`config.mk`:
```
export PLATFORM = sky130hd
export DESIGN_NAME = float_frame_spike_detector
export DESIGN_NICKNAME = d
export VERILOG_FILES = /design/src/design/ffsd_pkg.sv /design/src/design/ffsd_ram.sv /design/src/design/ffsd_f2x.sv /design/src/design/ffsd_div.sv /design/src/design/float_frame_spike_detector.sv
export SDC_FILE = /design/constraint.sdc
export NUM_CORES = 1
export LEC_CHECK = 0
export BUFFER_PORTS_ARGS = -buffer_cell sky130_fd_sc_hd__buf_2
export CAP_MARGIN = 20
export CORE_MARGIN = 1.5
export CORE_UTILIZATION = 25
export CTS_BUF_LIST = sky130_fd_sc_hd__clkbuf_4 sky130_fd_sc_hd__clkbuf_8
export DETAILED_ROUTE_END_ITERATION = 16
export PLACE_DENSITY = 0.45
export RECOVER_POWER = 100
export SLEW_MARGIN = 25
export SYNTH_ARGS = -nofsm -noshare
export SYNTH_HDL_FRONTEND = slang
export SYNTH_SLANG_ARGS = --single-unit
```
`constraint.sdc`:
```
create_clock -name clk -period 6.35 [get_ports clk]
set_input_delay 0.3175 -clock clk [delete_from_list [all_inputs] [get_ports clk]]
set_output_delay 0.3175 -clock clk [all_outputs]
set_load 0.01 [all_outputs]
```
`src/design/ffsd_pkg.sv`:
```
package ffsd_pkg;

  // Fixed widths of the ports
  localparam int BYTE_W  = 8;
  localparam int FIELD_W = 23;
  localparam int WORD_W  = 32;
  localparam int MANT_W  = 24;

  localparam logic [FIELD_W-1:0] THRESHOLD_RESET = 23'd20480;

  // Single-precision patterns
  localparam logic [WORD_W-1:0] NEG_ZERO_BITS = 32'h8000_0000;
  localparam logic [WORD_W-1:0] LIMIT_BITS    = 32'h44FA_0000; // 2000.0

  // Exponent at which the integer part of the significand is the value
  localparam int EXP_UNIT_SHIFT = 150;

  // Converter status toward the sequencer
  typedef struct packed {
    logic done;
    logic ok;
  } ffsd_conv_stat_t;

endpackage

```
`src/design/ffsd_ram.sv`:
```
module ffsd_ram #(
  parameter int WIDTH = 23,
  parameter int DEPTH = 16
) (
  input  logic                                   clk,
  input  logic                                   we,
  input  logic [(DEPTH > 1 ? $clog2(DEPTH) : 1)-1:0] waddr,
  input  logic [WIDTH-1:0]                       wdata,
  input  logic [(DEPTH > 1 ? $clog2(DEPTH) : 1)-1:0] raddr,
  output logic [WIDTH-1:0]                       rdata
);

  logic [WIDTH-1:0] mem [DEPTH];

  always_ff @(posedge clk) begin
    if (we) begin
      mem[waddr] <= wdata;
    end
    rdata <= mem[raddr];
  end

endmodule

```
`src/design/ffsd_f2x.sv`:
```
module ffsd_f2x
  import ffsd_pkg::*;
#(
  parameter int FRACTION_BITS = 12,
  parameter int VAL_W         = 23
) (
  input  logic              clk,
  input  logic              rst_n,
  input  logic              start,
  input  logic [WORD_W-1:0] word,
  output ffsd_conv_stat_t   stat,
  output logic [VAL_W-1:0]  value
);

  localparam int CONV_W     = (VAL_W > MANT_W) ? VAL_W : MANT_W;
  localparam int SHIFT_ZERO = EXP_UNIT_SHIFT - FRACTION_BITS;

  logic [7:0]        expo;
  logic              neg_zero;
  logic              ok_in;
  logic              go_left;
  logic [8:0]        left_amt;
  logic [8:0]        right_amt;
  logic              to_zero;

  logic              busy_r;
  logic              ok_r;
  logic              left_r;
  logic [4:0]        cnt_r;
  logic [CONV_W-1:0] mant_r;

  always_comb begin
    expo      = word[30:23];
    neg_zero  = (word == NEG_ZERO_BITS);
    ok_in     = neg_zero || (!word[31] && (word < LIMIT_BITS));
    go_left   = 9'(expo) > 9'(SHIFT_ZERO);
    left_amt  = 9'(expo) - 9'(SHIFT_ZERO);
    right_amt = 9'(SHIFT_ZERO) - 9'(expo);
    // Anything shifted right past the whole significand truncates to zero
    to_zero   = !ok_in || neg_zero || (expo == 8'd0) ||
                (!go_left && (right_amt >= 9'(MANT_W)));
  end

  always_ff @(posedge clk) begin
    if (!rst_n) begin
      busy_r <= 1'b0;
      cnt_r  <= '0;
    end else if (start) begin
      busy_r <= 1'b1;
      ok_r   <= ok_in;
      left_r <= go_left;
      if (to_zero) begin
        mant_r <= '0;
        cnt_r  <= '0;
      end else begin
        mant_r <= CONV_W'({1'b1, word[22:0]});
        cnt_r  <= go_left ? 5'(left_amt) : 5'(right_amt);
      end
    end else if (busy_r) begin
      if (cnt_r != 5'd0) begin
        // Move one bit position per cycle
        mant_r <= left_r ? (mant_r << 1) : (mant_r >> 1);
        cnt_r  <= cnt_r - 5'd1;
      end else begin
        busy_r <= 1'b0;
      end
    end
  end

  assign stat.done = busy_r && (cnt_r == 5'd0);
  assign stat.ok   = ok_r;
  assign value     = VAL_W'(mant_r);

endmodule

```
`src/design/ffsd_div.sv`:
```
module ffsd_div #(
  parameter int DIVIDEND_W = 27,
  parameter int DIVISOR_W  = 5
) (
  input  logic                  clk,
  input  logic                  rst_n,
  input  logic                  start,
  input  logic [DIVIDEND_W-1:0] dividend,
  input  logic [DIVISOR_W-1:0]  divisor,
  output logic                  done,
  output logic [DIVIDEND_W-1:0] quotient
);

  localparam int CNT_W = $clog2(DIVIDEND_W + 1);

  logic                  busy_r;
  logic [CNT_W-1:0]      cnt_r;
  logic [DIVIDEND_W-1:0] quo_r;
  logic [DIVISOR_W-1:0]  rem_r;
  logic [DIVISOR_W-1:0]  div_r;
  logic [DIVISOR_W:0]    trial;
  logic                  fits;

  // Restoring division, one quotient bit per cycle
  always_comb begin
    trial = {rem_r, quo_r[DIVIDEND_W-1]};
    fits  = trial >= {1'b0, div_r};
  end

  always_ff @(posedge clk) begin
    if (!rst_n) begin
      busy_r <= 1'b0;
      cnt_r  <= '0;
    end else if (start) begin
      busy_r <= 1'b1;
      cnt_r  <= CNT_W'(DIVIDEND_W);
      quo_r  <= dividend;
      rem_r  <= '0;
      div_r  <= divisor;
    end else if (busy_r) begin
      if (cnt_r != '0) begin
        rem_r <= fits ? DIVISOR_W'(trial - {1'b0, div_r}) : DIVISOR_W'(trial);
        quo_r <= {quo_r[DIVIDEND_W-2:0], fits};
        cnt_r <= cnt_r - CNT_W'(1);
      end else begin
        busy_r <= 1'b0;
      end
    end
  end

  assign done     = busy_r && (cnt_r == '0);
  assign quotient = quo_r;

endmodule

```
`src/design/float_frame_spike_detector.sv`:
```
// Spike detector for a stream of single-precision readings sent as bytes.
//
// Input channel (in_valid / in_ready / in_data_byte): one byte per beat,
// most significant byte of each 4-byte big-endian float first. Bytes one to
// three are held in the assembler. The fourth completes a frame; frames
// that are NaN, infinite, negative (minus zero counts as zero) or at least
// 2000.0 give no result. A good frame is converted to fixed point with
// FRACTION_BITS fraction bits, pushed into a WINDOW_DEPTH-deep window and
// the window average is formed by a bit-serial divider.
// Output channel (out_valid / out_ready): reading, spike flag and new
// baseline, held in an output register until taken.
// After the fourth byte, the float conversion shifts bit-serially by N
// (0 to 23), the window is updated and the divider works through the
// SUM_W bits of the window sum. in_ready is low while a frame is
// converted and averaged. Bytes of the next frame are taken while a
// result waits, but its fourth byte stalls until out_ready.
// cfg_write_en writes the spike threshold at once; write only when idle.
// Reset (rst_n, synchronous) clears the frame assembler, window count,
// sum and threshold (to 5.0); window storage is not cleared.
module float_frame_spike_detector
  import ffsd_pkg::*;
#(
  parameter int WINDOW_DEPTH  = 16,
  parameter int FRACTION_BITS = 12
) (
  input  logic               clk,
  input  logic               rst_n,
  input  logic               in_valid,
  output logic               in_ready,
  input  logic [BYTE_W-1:0]  in_data_byte,
  output logic               out_valid,
  input  logic               out_ready,
  output logic [FIELD_W-1:0] out_field_value,
  output logic               out_spike,
  output logic [FIELD_W-1:0] out_baseline_value,
  input  logic               cfg_write_en,
  input  logic [FIELD_W-1:0] cfg_spike_threshold
);

  // Readings stay below 2000, i.e. below 2^11 before the fraction
  localparam int VAL_W  = 11 + FRACTION_BITS;
  localparam int PTR_W  = (WINDOW_DEPTH > 1) ? $clog2(WINDOW_DEPTH) : 1;
  localparam int FILL_W = $clog2(WINDOW_DEPTH + 1);
  localparam int SUM_W  = VAL_W + $clog2(WINDOW_DEPTH);
  localparam int CMP_W  = (VAL_W > FIELD_W) ? VAL_W : FIELD_W;

  typedef enum logic [2:0] {
    S_IDLE,
    S_CONV,
    S_SUB,
    S_ADD,
    S_DIV
  } state_t;

  state_t               state_r, state_nxt;
  logic [23:0]          frame_r, frame_nxt;
  logic [1:0]           pos_r, pos_nxt;
  logic [FIELD_W-1:0]   thr_r, thr_nxt;
  logic [PTR_W-1:0]     wptr_r, wptr_nxt;
  logic [FILL_W-1:0]    fill_r, fill_nxt;
  logic [SUM_W-1:0]     sum_r, sum_nxt;
  logic [VAL_W-1:0]     val_r, val_nxt;
  logic                 out_valid_r, out_valid_nxt;
  logic [FIELD_W-1:0]   out_field_r, out_field_nxt;
  logic                 out_spike_r, out_spike_nxt;
  logic [FIELD_W-1:0]   out_base_r, out_base_nxt;

  logic                 in_acc;
  logic                 conv_start;
  logic [WORD_W-1:0]    conv_word;
  ffsd_conv_stat_t      conv_stat;
  logic [VAL_W-1:0]     conv_value;
  logic                 ram_we;
  logic [VAL_W-1:0]     old_sample;
  logic                 div_start;
  logic                 div_done;
  logic [SUM_W-1:0]     div_quo;

  assign in_ready   = (state_r == S_IDLE) && !((pos_r == 2'd3) && out_valid_r);
  assign in_acc     = in_valid && in_ready;
  assign conv_start = in_acc && (pos_r == 2'd3);
  assign conv_word  = {frame_r, in_data_byte};
  assign ram_we     = (state_r == S_ADD);
  assign div_start  = (state_r == S_ADD);

  ffsd_f2x #(
    .FRACTION_BITS (FRACTION_BITS),
    .VAL_W         (VAL_W)
  ) u_f2x (
    .clk   (clk),
    .rst_n (rst_n),
    .start (conv_start),
    .word  (conv_word),
    .stat  (conv_stat),
    .value (conv_value)
  );

  // Read address sits on the write pointer: the oldest sample is ready
  // long before the window update needs it.
  ffsd_ram #(
    .WIDTH (VAL_W),
    .DEPTH (WINDOW_DEPTH)
  ) u_window (
    .clk   (clk),
    .we    (ram_we),
    .waddr (wptr_r),
    .wdata (val_r),
    .raddr (wptr_r),
    .rdata (old_sample)
  );

  ffsd_div #(
    .DIVIDEND_W (SUM_W),
    .DIVISOR_W  (FILL_W)
  ) u_div (
    .clk      (clk),
    .rst_n    (rst_n),
    .start    (div_start),
    .dividend (sum_nxt),
    .divisor  (fill_r),
    .done     (div_done),
    .quotient (div_quo)
  );

  always_comb begin
    state_nxt     = state_r;
    frame_nxt     = frame_r;
    pos_nxt       = pos_r;
    thr_nxt       = thr_r;
    wptr_nxt      = wptr_r;
    fill_nxt      = fill_r;
    sum_nxt       = sum_r;
    val_nxt       = val_r;
    out_valid_nxt = out_valid_r;
    out_field_nxt = out_field_r;
    out_spike_nxt = out_spike_r;
    out_base_nxt  = out_base_r;

    if (cfg_write_en) begin
      thr_nxt = cfg_spike_threshold;
    end

    // Drop the result once the receiver takes it
    if (out_valid_r && out_ready) begin
      out_valid_nxt = 1'b0;
    end

    // Gather bytes; the fourth one hands the frame to the converter
    if (in_acc) begin
      if (pos_r == 2'd3) begin
        frame_nxt = '0;
        pos_nxt   = 2'd0;
      end else begin
        frame_nxt = {frame_r[15:0], in_data_byte};
        pos_nxt   = pos_r + 2'd1;
      end
    end

    unique case (state_r)
      S_IDLE: begin
        if (conv_start) begin
          state_nxt = S_CONV;
        end
      end
      S_CONV: begin
        if (conv_stat.done) begin
          if (conv_stat.ok) begin
            val_nxt   = conv_value;
            state_nxt = S_SUB;
          end else begin
            state_nxt = S_IDLE;
          end
        end
      end
      S_SUB: begin
        // A full window loses its oldest sample
        if (fill_r == FILL_W'(WINDOW_DEPTH)) begin
          sum_nxt = sum_r - SUM_W'(old_sample);
        end else begin
          fill_nxt = fill_r + FILL_W'(1);
        end
        state_nxt = S_ADD;
      end
      S_ADD: begin
        sum_nxt = sum_r + SUM_W'(val_r);
        if (wptr_r == PTR_W'(WINDOW_DEPTH - 1)) begin
          wptr_nxt = '0;
        end else begin
          wptr_nxt = wptr_r + PTR_W'(1);
        end
        state_nxt = S_DIV;
      end
      S_DIV: begin
        if (div_done) begin
          out_valid_nxt = 1'b1;
          out_field_nxt = FIELD_W'(val_r);
          // Spike flag: the reading itself above threshold. Baseline is never
          // negative, so any deviation above threshold also sets the flag
          out_spike_nxt = CMP_W'(val_r) > CMP_W'(thr_r);
          out_base_nxt  = FIELD_W'(div_quo);
          state_nxt     = S_IDLE;
        end
      end
      default: begin
        state_nxt = S_IDLE;
      end
    endcase
  end

  always_ff @(posedge clk) begin
    if (!rst_n) begin
      state_r     <= S_IDLE;
      frame_r     <= '0;
      pos_r       <= '0;
      thr_r       <= THRESHOLD_RESET;
      wptr_r      <= '0;
      fill_r      <= '0;
      sum_r       <= '0;
      out_valid_r <= 1'b0;
    end else begin
      state_r     <= state_nxt;
      frame_r     <= frame_nxt;
      pos_r       <= pos_nxt;
      thr_r       <= thr_nxt;
      wptr_r      <= wptr_nxt;
      fill_r      <= fill_nxt;
      sum_r       <= sum_nxt;
      out_valid_r <= out_valid_nxt;
    end
  end

  always_ff @(posedge clk) begin
    val_r       <= val_nxt;
    out_field_r <= out_field_nxt;
    out_spike_r <= out_spike_nxt;
    out_base_r  <= out_base_nxt;
  end

  assign out_valid          = out_valid_r;
  assign out_field_value    = out_field_r;
  assign out_spike          = out_spike_r;
  assign out_baseline_value = out_base_r;

endmodule
```
==> results of run 1 <==
==> layout by cell type (no fill, tap or decap), types with 7 or more instances in the layout <==
cell type and n:
ha_1 90, nor2_1 62, inv_1 80, o21ai_1 9, o21bai_1 7, xnor2_1 39, clkinv_2 13, a31oi_1 11
and2_1 7, mux2i_1 49, nor3_1 23, a21o_1 31, dlygate4sd3_1 32, a21boi_0 17, buf_4 10, clkbuf_1 86
clkbuf_4 47, mux4_2 115, a21oi_1 92, buf_2 33, o21ai_0 86, o211ai_1 8, nand2b_1 18, a211oi_1 13
clkbuf_8 112, nor2b_1 64, dfxtp_1 121, nand3_1 17, edfxtp_1 501, xor2_1 20, and3_1 30, nand4_1 10
a22oi_1 8, nand2_1 126, clkinv_1 16, nor4_1 8, and2_0 9, a221oi_1 9
==> per-layer routing <==
metal / share of wire (%) / global-route usage, %
met5: 0 / 0
met4: 2.4 / 4.36
met3: 4.8 / 2.50
met2: 47 / 20.8
met1: 46 / 17.5
==> stage by stage <==
step           cell area (sq um)  worst slack [ps]
2_1_floorplan              27000              1730
3_3_place_gp               29300              2790
3_5_place_dp               29300              2780
4_1_cts                    31900              2770
5_1_grt                    31600              1250
6_report                   31600              1590
==> sequential cells by signal, indices dropped and copies added (netlist names), 24 cells and up <==
name            cells
sum_r              27
u_window.mem      368
frame_r            24
u_div.quotient     27
u_f2x.mant_r       24
==> worst register-to-register path, stage by stage, from the launching register on <==
cell	delay [ps]
dfxtp_1	1460
ha_1	350
nand2_1	120
nor3_1	1230
clkbuf_1	1180
==> power by group through the flow <==
stage               sequential [W]  clock, W  combinational [W]
finish                     0.00440   0.00373           0.000126
global route               0.00439   0.00402           0.000141
CTS                        0.00439   0.00385           0.000126
detailed placement         0.00448         0           0.000110
global placement           0.00448         0           0.000109
floorplan                  0.00447         0          0.0000758
==> area by class of cell <==
type | instances | area, sq um | share of cell area [%]
Clock inverter | 39 | 313 | 0.990
Tap cell | 1403 | 1760 | 5.55
Multi-Input combinational cell | 1046 | 8880 | 28.1
Timing Repair Buffer | 163 | 922 | 2.92
Sequential cell | 625 | 17500 | 55.5
Antenna cell | 1 | 2.50 | 0.00792
Inverter | 82 | 308 | 0.974
Clock buffer | 159 | 1890 | 5.99
==> worst paths after layout <==
kind | startpoint | slack (ps) | cells past startpoint | end
max | wptr_r[1]$_SDFFE_PN0P_ | 1590 | 4 | u_window.mem[2][4]$_DFFE_PP_
min | cfg_spike_threshold[11] | 400 | 4 | thr_r[11]$_SDFFE_PN0P_
max reg2reg | wptr_r[1]$_SDFFE_PN0P_ | 1590 | 4 | u_window.mem[2][4]$_DFFE_PP_
min reg2reg | u_div.quotient[17]$_DFFE_PP_ | 460 | 0 | out_baseline_value[17]$_DFFE_PP_
==> kinds of logic after synthesis <==
group / synth area share [%]
multiplexers: 11.4
AND/OR/NAND/NOR: 7.32
adder cells (fa/ha/maj): 4.43
flip-flops: 64.8
AO/OA/AOI/OAI: 7.80
buffers and inverters: 2.31
XOR/XNOR: 1.91
==> reports/qor.txt, run 1 <==
status = complete, but fails checks
failing checks = capacitance limit, slew limit
Setup violations, final = 0
Comb pwr share = 1.5%
final worst path period need = 4760 ps
setup TNS = 0 ps
GR Overflow Total = 0
slowest stage delay, CP = 1460 ps
Final Power = 0.00825 W
CP top delay family = flip-flops
post_cts resized = 0
Worst Hold Class = in2reg
Final Hold Fails = 0
Final Skew = 40.6 ps
asr flop ratio synth = 0%
drt pass-1 iters = 5
CTS tree = built
Peak VDD IR = 0.153 mV
clock latency on the worst-skew pair = 740 ps
worst endpoint required time = 6670 ps
I/O Pins = 85
clock root buffer = clkbuf_8
P per Cell Area = 261 mW/mm^2
Startpoint Class = flop
crit path kind = reg2reg
drt wl/cell = 20.5 um
post-layout utilization of the core = 29.5%
Hold-fix buffers, CTS = 32
Post-synth top cells = 501 x edfxtp_1, 127 x nand2_1, 124 x dfxtp_1
critical path arrival = 5080 ps
Static Leak = 10.9 nW
hpwl dp = 45300 um
Top FF cell, synth = edfxtp_1
Max Fclk = 210 MHz
Avg Synthesized Cell Area = 14.7 sq um
Reg clk slew, reported paths = 60 ps
P_sw = 0.00176 W
total CTS buffers = 105
CP Max Fanout = 33
Slew HR = -97.0%
library cells used by synthesis = 76
vias in the first global route = 16593
via count = 16096
drt via density = 4.58
switch share = 21.3%
synthesis-to-layout area growth = 16.9%
post-synthesis cell count = 1833
Slew Viols, Final = 635
# H-tree levels = 3
FF+latch count, synth = 625
area leader, netlist = edfxtp_1
worst slew pin tran = 2960 ps
Max Buffers Root-to-Sink = 3
Final ANT Viol Nets = 0
clock share of power = 45.2%
Final GP Congestion = 0.860
Mapped Nets = 1962
DRC viols = 0
post-CTS setup repair buffer count = 0
Post-synth EDFFs = 501
Starting Density = 25.2%
Tcrit/Tclk final = 75.0%
Tot GR Track Use = 12.9%
core area = 0.107 sq mm
clock sinks = 625
worst path bufs/invs = 1
die footprint = 0.110 sq mm
IO buf count = 84
largest net degree at the start of global routing = 66
synthesis warning total = 0
Layout Cells excl Fill = 3518
CP Capture Type = flop
largest cells by area after synthesis = edfxtp_1 56%, mux4_2 9.6%, dfxtp_1 9.2%
post-synthesis sequential area ratio = 64.8%
fillers = 10847
crit path max-delay cell type = dfxtp_1
hold_ws = 403 ps
area share of the largest cell type after synthesis = 55.7%
RSZ-0062 raised after global routing = false
share of cells above drive strength 1 = 17.4%
worst path cell trace = ha_1 > nand2_1 > nor3_1 > clkbuf_1
first-pass GRT wire length = 107000 um
WL final = 72200 um
Die Y = 332 um
Seq pwr share = 53.3%
max_cap viols = 26
Die W = 332 um
Iter 0 DRT Violations = 1171
final net count = 2152
count leader, synth = edfxtp_1
Post-Syn Area = 0.0270 sq mm
Internal = 0.00649 W
initial antenna violation count = 2
placed cells = 3286
std cell rows = 120
Power figures use the tool's default switching activity.
==> run 2, diff against run 1 <==
- clock period: 6.35 -> 4.5 ns (I/O delays scaled with it)
==> run 2 against run 1 <==
Compared with the run above:
- the flow still finishes with violations (capacitance limit, slew limit)
- maximum frequency up 18%
- sequential power up 41%
- clock skew up 15 ps
- hold slack worse by 270 ps
- via count up 0.57%
- cell count up 0.23%
- sequential share of layout area down 0.35 points
- highest routed layer unchanged
==> reports/qor.txt, run 2 (synthesis gave the netlist of run 1 again) <==
Startpoint Class = flop
first-pass GRT wire length = 108000 um
P per Cell Area = 371 mW/mm^2
Slew Viols, Final = 197
CTS tree = built
via count = 16188
Final ANT Viol Nets = 0
failing checks = capacitance limit, slew limit
Slew HR = -77.6%
max reg flops = 368
# H-tree levels = 3
DRC viols = 0
Max Buffers Root-to-Sink = 3
Final Hold Fails = 0
die footprint = 0.110 sq mm
Internal = 0.00930 W
Layout Cells excl Fill = 3526
Seq pwr share = 52.5%
drt via density = 4.59
RSZ-0062 raised after global routing = false
worst slew pin tran = 2660 ps
Iter 0 DRT Violations = 1199
std cell rows = 120
IO buf count = 84
largest net degree at the start of global routing = 61
Reg clk slew, reported paths = 60 ps
GR Overflow Total = 0
switch share = 21.2%
final net count = 2161
Final Power = 0.0118 W
vias in the first global route = 16688
Tcrit/Tclk final = 89.5%
share of cells above drive strength 1 = 18.1%
commonest non-fill, non-tap cell in the layout = edfxtp_1
hpwl dp = 46500 um
Worst Hold Class = in2reg
Final GP Congestion = 0.870
clock root buffer = clkbuf_8
post-CTS setup repair buffer count = 0
status = complete, but fails checks
hold_ws = 137 ps
I/O Pins = 85
WL final = 73400 um
Starting Density = 25.2%
Static Leak = 11.0 nW
clock share of power = 46.0%
Die W = 332 um
P_sw = 0.00251 W
Comb pwr share = 1.5%
final worst path period need = 4030 ps
clock sinks = 625
worst endpoint required time = 4850 ps
Setup violations, final = 0
post_cts resized = 0
drt pass-1 iters = 5
total CTS buffers = 105
initial antenna violation count = 5
core area = 0.107 sq mm
placed cells = 3295
clock latency on the worst-skew pair = 750 ps
critical path arrival = 4380 ps
Final Skew = 55.5 ps
Peak VDD IR = 0.214 mV
CP Capture Type = flop
drt wl/cell = 20.8 um
crit path kind = reg2reg
max_cap viols = 4
Hold-fix buffers, CTS = 33
setup TNS = 0 ps
synthesis-to-layout area growth = 17.7%
Tot GR Track Use = 13.1%
most flop-heavy register = u_window.mem
post-layout utilization of the core = 29.7%
CP Max Fanout = 17
Die Y = 332 um
Max Fclk = 248 MHz
commonest cells after routing, fill and taps aside = 501 x edfxtp_1, 127 x nand2_1, 120 x dfxtp_1
==> run 2: cell count changes in the layout (fill, tap and decap cells not counted), sizes merged <==
cell / previous run / this run
buf: 45 / 57
bufinv: 3 / 4
clkinv: 31 / 24
clkinvlp: 1 / 2
dlygate4sd3: 32 / 33
==> run 2: critical path, stage by stage, from the launching register on <==
cell and delay, ps:
dfxtp_1 460, nand2b_1 90, clkbuf_1 410, nor2_1 910, nand2_1 270, nor2_1 740, clkbuf_2 740
==> run 2: per-stage QoR <==
| stage | worst slack [ps] | cell area [sq um] |
|---|---|---|
| 2_1_floorplan | 304 | 27000 |
| 3_3_place_gp | 1100 | 29500 |
| 3_5_place_dp | 1010 | 29500 |
| 4_1_cts | 965 | 32100 |
| 5_1_grt | 326 | 31800 |
| 6_report | 474 | 31800 |
==> run 2: final cells by class <==
class / count / area (sq um)
fill: 10867 / 75400
sequential: 625 / 17500
multi-input combinational: 1046 / 8860
clock buffer: 163 / 1970
tap: 1403 / 1760
timing repair buffer: 172 / 1060
clock inverter: 34 / 314
inverter: 82 / 308
antenna: 1 / 2.50
==> run 2: routing by layer <==
metal / GRT usage [%] / share of wire [%] / up-vias
met4: 3.68 / 2.1 / 0
met5: 0 / 0 / -
met3: 2.31 / 4.4 / 96
met2: 21.2 / 47 / 394
li1: - / - / 7427
met1: 18.1 / 47 / 8271
==> run 2: path summary, 6_finish.rpt <==
check	startpoint	end	slack [ps]	cells after the start
setup / recovery	state_r[1]$_SDFFE_PN0P_	u_window.mem[8][2]$_DFFE_PP_	470	6
hold / removal	cfg_write_en	thr_r[14]$_SDFFE_PN1P_	140	3
setup reg to reg	state_r[1]$_SDFFE_PN0P_	u_window.mem[8][2]$_DFFE_PP_	470	6
hold reg to reg	u_div.quotient[2]$_DFFE_PP_	out_baseline_value[2]$_DFFE_PP_	460	0
==> run 2: power groups by stage <==
| stage | clock (W) | combinational, W | sequential [W] |
|---|---|---|---|
| after floorplan | 0 | 0.000107 | 0.00631 |
| after global placement | 0 | 0.000160 | 0.00632 |
| after detailed placement | 0 | 0.000161 | 0.00632 |
| after CTS | 0.00562 | 0.000185 | 0.00620 |
| after global routing | 0.00586 | 0.000202 | 0.00620 |
| final | 0.00543 | 0.000182 | 0.00620 |
